<file path="src/sv/assert_macros.svh">
`ifndef ASSERT_MACROS_SVH
`define ASSERT_MACROS_SVH

// Same-cycle implication, sampled on clk, off while rst_n is low.
`define ASSERT_IMPLIES(lbl, ante, cons, msg) \
  lbl: assert property (@(posedge clk) disable iff (!rst_n) (ante) |-> (cons)) \
    else $error(msg);

// Next-cycle implication, sampled on clk, off while rst_n is low.
`define ASSERT_NEXT(lbl, ante, cons, msg) \
  lbl: assert property (@(posedge clk) disable iff (!rst_n) (ante) |=> (cons)) \
    else $error(msg);

`endif

</file>
<file path="src/sv/ilt_pkg.sv">
`timescale 1ns / 1ps

package ilt_pkg;

  localparam int DATA_W = 32;

  // Item opcodes
  localparam logic OP_WRITE = 1'b0;
  localparam logic OP_QUERY = 1'b1;

  // Result status codes
  localparam logic [1:0] ST_VALID    = 2'd0;
  localparam logic [1:0] ST_RANGE    = 2'd1;
  localparam logic [1:0] ST_INVERTED = 2'd2;

  // Register index, decoded from paddr[2]
  localparam logic REG_ROW_COUNT = 1'b0;

  typedef struct packed {
    logic signed [DATA_W-1:0] energy;
    logic signed [DATA_W-1:0] low;
    logic signed [DATA_W-1:0] high;
  } row_t;

  typedef enum logic [3:0] {
    S_IDLE,
    S_RD_LO,
    S_RD_HI,
    S_RANGE,
    S_PROBE,
    S_CMP,
    S_SEL,
    S_DIV_LO,
    S_DIV_HI,
    S_OUT
  } state_t;

  typedef struct packed {
    logic accept_wr;
    logic accept_q;
    logic rd_first;
    logic cap_l_rd_u;
    logic cap_u;
    logic set_oor;
    logic probe_rd;
    logic u_to_l;
    logic cmp_upd;
    logic start_mdu;
    logic mdu_hi;
    logic cap_lo;
    logic cap_hi;
    logic set_direct;
    logic load_out;
  } cmd_t;

  typedef struct packed {
    logic op_query;
    logic n_zero;
    logic out_range;
    logic l_lt_u;
    logic e_eq_l;
    logic cmp_break;
    logic do_interp;
    logic mdu_done;
  } sts_t;

  function automatic logic signed [DATA_W:0] sx(input logic signed [DATA_W-1:0] v);
    sx = {v[DATA_W-1], v};
  endfunction

endpackage

</file>
<file path="src/sv/ilt_ctrl.sv">
`timescale 1ns / 1ps
`include "assert_macros.svh"

module ilt_ctrl
  import ilt_pkg::*;
(
  input  logic clk,
  input  logic rst_n,
  input  logic in_valid,
  output logic in_stall,
  output logic out_valid,
  input  logic out_stall,
  input  sts_t sts,
  output cmd_t cmd
);

  state_t state_r, state_nxt;
  logic   out_valid_r, out_valid_nxt;
  logic   out_free;

  assign out_free = !out_valid_r || !out_stall;

  always_comb begin
    state_nxt = state_r;
    case (state_r)
      S_IDLE: begin
        if (in_valid && sts.op_query) begin
          state_nxt = S_RD_LO;
        end
      end
      S_RD_LO: begin
        state_nxt = sts.n_zero ? S_OUT : S_RD_HI;
      end
      S_RD_HI: begin
        state_nxt = S_RANGE;
      end
      S_RANGE: begin
        state_nxt = sts.out_range ? S_OUT : S_PROBE;
      end
      S_PROBE: begin
        if (!sts.l_lt_u || sts.e_eq_l) begin
          state_nxt = S_SEL;
        end else begin
          state_nxt = S_CMP;
        end
      end
      S_CMP: begin
        state_nxt = sts.cmp_break ? S_SEL : S_PROBE;
      end
      S_SEL: begin
        state_nxt = sts.do_interp ? S_DIV_LO : S_OUT;
      end
      S_DIV_LO: begin
        if (sts.mdu_done) begin
          state_nxt = S_DIV_HI;
        end
      end
      S_DIV_HI: begin
        if (sts.mdu_done) begin
          state_nxt = S_OUT;
        end
      end
      S_OUT: begin
        if (out_free) begin
          state_nxt = S_IDLE;
        end
      end
      default: begin
        state_nxt = S_IDLE;
      end
    endcase
  end

  always_comb begin
    cmd      = '0;
    in_stall = (state_r != S_IDLE);
    case (state_r)
      S_IDLE: begin
        if (in_valid) begin
          cmd.accept_q  = sts.op_query;
          cmd.accept_wr = !sts.op_query;
        end
      end
      S_RD_LO: begin
        cmd.set_oor  = sts.n_zero;
        cmd.rd_first = !sts.n_zero;
      end
      S_RD_HI: begin
        cmd.cap_l_rd_u = 1'b1;
      end
      S_RANGE: begin
        cmd.cap_u   = 1'b1;
        cmd.set_oor = sts.out_range;
      end
      S_PROBE: begin
        if (sts.l_lt_u) begin
          cmd.u_to_l   = sts.e_eq_l;
          cmd.probe_rd = !sts.e_eq_l;
        end
      end
      S_CMP: begin
        cmd.cmp_upd = 1'b1;
      end
      S_SEL: begin
        cmd.start_mdu  = sts.do_interp;
        cmd.set_direct = !sts.do_interp;
      end
      S_DIV_LO: begin
        if (sts.mdu_done) begin
          cmd.cap_lo    = 1'b1;
          cmd.start_mdu = 1'b1;
          cmd.mdu_hi    = 1'b1;
        end
      end
      S_DIV_HI: begin
        cmd.cap_hi = sts.mdu_done;
      end
      S_OUT: begin
        cmd.load_out = out_free;
      end
      default: begin
        cmd = '0;
      end
    endcase
  end

  assign out_valid_nxt = cmd.load_out || (out_valid_r && out_stall);

  always_ff @(posedge clk) begin
    if (!rst_n) begin
      state_r     <= S_IDLE;
      out_valid_r <= 1'b0;
    end else begin
      state_r     <= state_nxt;
      out_valid_r <= out_valid_nxt;
    end
  end

  assign out_valid = out_valid_r;

  `ASSERT_NEXT(a_load_shows_result, cmd.load_out, out_valid_r,
               "loaded result not presented")
  `ASSERT_IMPLIES(a_done_only_in_div, sts.mdu_done,
                  state_r == S_DIV_LO || state_r == S_DIV_HI,
                  "divider finished outside an interpolation state")

endmodule

</file>
<file path="config.mk">
export PLATFORM = sky130hd
export DESIGN_NAME = ilt_ctrl
export DESIGN_NICKNAME = d
export VERILOG_FILES = /design/src/sv/ilt_pkg.sv /design/src/sv/ilt_ctrl.sv
export VERILOG_INCLUDE_DIRS = /design/src /design/src/sv
export SDC_FILE = /design/constraint.sdc
export NUM_CORES = 1
export LEC_CHECK = 0
export ABC_CLOCK_PERIOD_IN_PS = 1300
export BUFFER_PORTS_ARGS = -buffer_cell sky130_fd_sc_hd__buf_2
export CORE_MARGIN = 8
export CORE_UTILIZATION = 37
export DETAILED_ROUTE_END_ITERATION = 10
export PLACE_DENSITY_LB_ADDON = 0.15
export SYNTH_ARGS = -nofsm -noshare
export SYNTH_HDL_FRONTEND = slang
export SYNTH_SLANG_ARGS = --single-unit
</file>
<file path="constraint.sdc">
create_clock -name clk -period 1.3 [get_ports clk]
set_input_delay 0.26 -clock clk [delete_from_list [all_inputs] [get_ports clk]]
set_output_delay 0.26 -clock clk [all_outputs]
set_load 0.1 [all_outputs]
</file>
==> results.json, run 1 <==
{
  "status": "did not finish",
  "lastStage": "clock tree synthesis",
  "error_line": "[ERROR DPL-0038] Utilization greater than 100%, impossible to legalize",
  "ctsHtreeMaxLevel": 1,
  "chipHeight_um": 53.0,
  "synth_area_um2": 507,
  "synthCells": 72,
  "postSynthAreaPerCell_um2": 7.04,
  "place_congestion": 0.873,
  "io_pins": 29,
  "start_util_pct": 39.4,
  "cts_buffers": 3,
  "cts_hold_buf": 0,
  "seq_area_frac_synth_pct": 19.8,
  "cts_root_buf": "clkbuf_4",
  "postCtsSetupBuffers": 10,
  "portBuffers": 28,
  "clk_path_buf_depth": 2,
  "cts_resized": 22,
  "rows": 13,
  "synthesis.nets": 84,
  "cts_sinks": 5,
  "die_w_um": 53.0,
  "synth-seq-cells": 5,
  "ys_types": 33,
  "yosysWarnings": 0,
  "detailed_place_hpwl_um": 1790
}
-- cell usage after synthesis, drive strengths merged --
cell type / count / share of area (%)
o311a: 1 / 2.0
nand4: 1 / 1.2
o22ai: 1 / 1.2
nand4b: 1 / 1.7
nor4: 4 / 4.9
clkbuf: 1 / 0.74
a31oi: 2 / 2.5
nand2: 6 / 4.4
nor2b: 2 / 2.5
a221oi: 1 / 1.7
a21oi: 5 / 4.9
and3: 2 / 2.5
nor2: 6 / 4.4
buf: 5 / 7.9
nor4bb: 1 / 2.0
a32oi: 1 / 1.7
nor3: 4 / 4.0
a32o: 1 / 2.0
inv: 5 / 3.7
a21o: 1 / 1.5
nand3: 1 / 0.99
a311oi: 1 / 1.7
o21a: 1 / 1.5
a21boi: 1 / 1.5
mux2: 1 / 2.2
or4b: 1 / 2.7
o21ai: 4 / 3.9
mux2i: 1 / 2.0
dfxtp: 5 / 20
nand2b: 5 / 6.2
-- kinds of logic after synthesis --
kind of cell / share of synthesized area [%]
flip-flops: 19.8
AND/OR/NAND/NOR: 37.5
multiplexers: 4.20
buffers and inverters: 12.3
AO/OA/AOI/OAI: 26.2
-- metrics by stage --
stage | setup slack [ns] | instances | instance area, um^2 | hold slack (ns)
detailed placement | -0.223 | 124 | 1140 | 0.515
global placement | -0.184 | 124 | 1140 | 0.501
floorplan | -0.776 | 72 | 704 | 0.384
==> run 2, diff against run 1 <==
- ABC_CLOCK_PERIOD_IN_PS: 1300 -> 1700
- CORE_AREA: default -> 8 8 69 71
- CORE_MARGIN: 8 -> default
- CORE_UTILIZATION: 37 -> default
- DIE_AREA: default -> 0 0 77 79
- clock period: 1.3 -> 1.7 ns (I/O delays scaled with it)
==> results.json, run 2 <==
{
  "ys.flop_type": "dfxtp_1",
  "synth_area_leaders": "dfxtp_1 20%, nand2b_1 6.2%, a21oi_1 4.9%, nor4_1 4.9%, buf_6 4.4%",
  "busiest_layer": "met2",
  "grt_util_met2_pct": 11.0,
  "use_met1_pct": 7.80,
  "yosysWarnings": 0,
  "netlist_top_cells_count": "6 x nand2_1, 6 x nor2_1",
  "critPathKind": "reg2out",
  "detailed_place_hpwl_um": 1690,
  "cap_violations": 0,
  "cts_root_buf": "clkbuf_8",
  "ir_drop_mv": 0.725,
  "worst_pin_slew_ns": 0.487,
  "synth-seq-cells": 5,
  "cp_max_fo": 8,
  "p_sw_share_pct": 51.9,
  "clkLatencyLatePin_ns": 0.22,
  "areaGrowthSynthToFinish_pct": 161,
  "slew_headroom_pct": 67.7,
  "die_w_um": 77,
  "clk_pin_slew_ns": 0.04,
  "seq_area_frac_synth_pct": 19.8,
  "yosysTopAreaCell": "dfxtp_1",
  "antenna_found_initial": 0,
  "drt_first_pass_iters": 4,
  "final_common_cell": "buf_4",
  "comb_power_share_pct": 79.4,
  "post-route-period-util_pct": 105,
  "final_cells": 169,
  "dp_cells": 157,
  "grt_usage_pct": 6.84,
  "fillers": 425,
  "portBuffers": 28,
  "setup_slack_ns": -0.0778,
  "fin_crit_ns": 1.78,
  "grt_setup_unrepaired": "yes",
  "grt_pass1_wl_um": 3470,
  "drive_gt1_share_pct": 68.1,
  "synthesis.nets": 84,
  "seqCellArea_um2": 115,
  "drt_wl_total_um": 2050,
  "antenna_cells": 0,
  "grt_overflow": 0,
  "pre_cts_ws_ns": 0.0424,
  "vias_per_cell": 4.22,
  "num_vias": 714,
  "drv_slew": 0,
  "clk_path_buf_depth": 2,
  "start_util_pct": 13.3,
  "hold_viol": 0,
  "grt_util_met3_pct": 4.29,
  "ys_types": 33,
  "grt_start_max_net_pins": 10,
  "multi_input_area_um2": 529,
  "worst_setup_path_start_kind": "register",
  "postSynthAreaPerCell_um2": 7.04,
  "first_iter_violations": 24,
  "mostFrequentLayoutCells": "20 x buf_4, 16 x buf_12, 12 x buf_2, 5 x nand2_1, 5 x a21oi_1",
  "fmax_mhz": 562,
  "cts_tree": "yes",
  "place_congestion": 0.753,
  "chipHeight_um": 79,
  "clock_skew_ns": 0.00201,
  "synth_edf_count": 0,
  "layout.nets": 132,
  "worstSetupEndpointType": "output pin",
  "ant_nets": 0,
  "pwr-share-clk_pct": 9.0,
  "cts_buffers": 3,
  "arrival_ns": 1.44,
  "dieArea_um2": 6080,
  "cellPowerDensity_nw_per_um2": 1810,
  "finalSetupViolations": 5,
  "core_area_um2": 3800,
  "ctsHtreeMaxLevel": 1,
  "synthArstFlopShare_pct": 0,
  "synthCells": 72,
  "io_pins": 29,
  "yosysTopAreaCellShare_pct": 19.8,
  "cp_data_required_time_ns": 1.36,
  "leakage_nw": 0.515,
  "post-route-drc-count": 0,
  "cts_sinks": 5,
  "power_frac_seq_pct": 11.6,
  "post_drt_wl_per_cell_um": 12.1,
  "first_global_vias": 743,
  "largest_register_ffs": 4,
  "rows": 23,
  "p_int_mw": 1.15,
  "violations": "setup timing",
  "hold_class": "in2reg",
  "synth_area_um2": 507,
  "status": "complete, but fails checks",
  "switchingPower_mw": 1.24,
  "regMostFlops": "state_r"
}
==> run 2: cell counts after synthesis <==
No cell type changed its count.
==> run 2: metrics by stage <==
step                      area [um^2]  setup TNS [ns]  power [mW]  hold WS, ns  utilization, %
after floorplan                   686           -3.12        1.42        0.464               -
after global placement           1150               0        1.95        0.540            30.4
after detailed placement         1150               0        1.95        0.552            30.4
after CTS                        1280          -0.280        2.34        0.383            33.8
after global routing             1320          -0.569        2.51        0.374            34.8
final                            1320          -0.137        2.39        0.376            34.8
==> run 2: area by class of cell <==
| cell class | count | share of cell area [%] |
|---|---|---|
| clock buffer | 4 | 3.41 |
| sequential | 5 | 8.71 |
| timing repair buffer | 49 | 41.3 |
| tap | 50 | 4.73 |
| inverter | 5 | 1.80 |
| multi-input combinational | 56 | 40.1 |
==> run 2: worst paths after layout <==
check,start,end,slack (ns),cells after the start
worst max-delay path,state_r[2],cmd[2],-0.08,3
worst min-delay path,rst_n,state_r[3],0.38,2
worst max register to register,state_r[2],state_r[3],0.05,5
worst min register to register,state_r[0],state_r[0],0.58,2
==> run 2: kinds of logic (layout without fill, tap and decap cells) <==
logic type | after synthesis | after routing | share of synthesized area, %
AOI/OAI and AO/OA | 20 | 20 | 26.2
muxes | 2 | 2 | 4.20
DFF | 5 | 5 | 19.8
and+or+nand+nor | 34 | 34 | 37.5
buffers and inverters | 11 | 58 | 12.3
==> run 2: repair_timing <==
item | in CTS | in global routing
hold buffers | 0 | 0
setup endpoints to repair | 13 | 13
buffers inserted | 7 | 2
pin swaps | 5 | 3
gates resized for setup | 10 | 8
==> run 2: worst max-delay path, cell delays in order (launching register included) <==
cell	delay, ns
dfxtp_4	0.37
or4b_4	0.55
nor2_4	0.12
buf_12	0.18
==> run 2: power groups by stage <==
stage / registers [mW] / clock network [mW] / logic [mW]
after CTS: 0.269 / 0.219 / 1.86
final: 0.276 / 0.216 / 1.90
after global routing: 0.288 / 0.231 / 1.99
after floorplan: 0.221 / 0 / 1.20
after detailed placement: 0.247 / 0 / 1.70
after global placement: 0.249 / 0 / 1.70
==> run 2: layer usage <==
layer  routed length, um  up-vias
li1                    -      364
met1                 885      328
met2                 968       22
met3                 194        0
met4                   0        0
met5                   0        -
No activity file was read; power rests on OpenSTA's default activity.
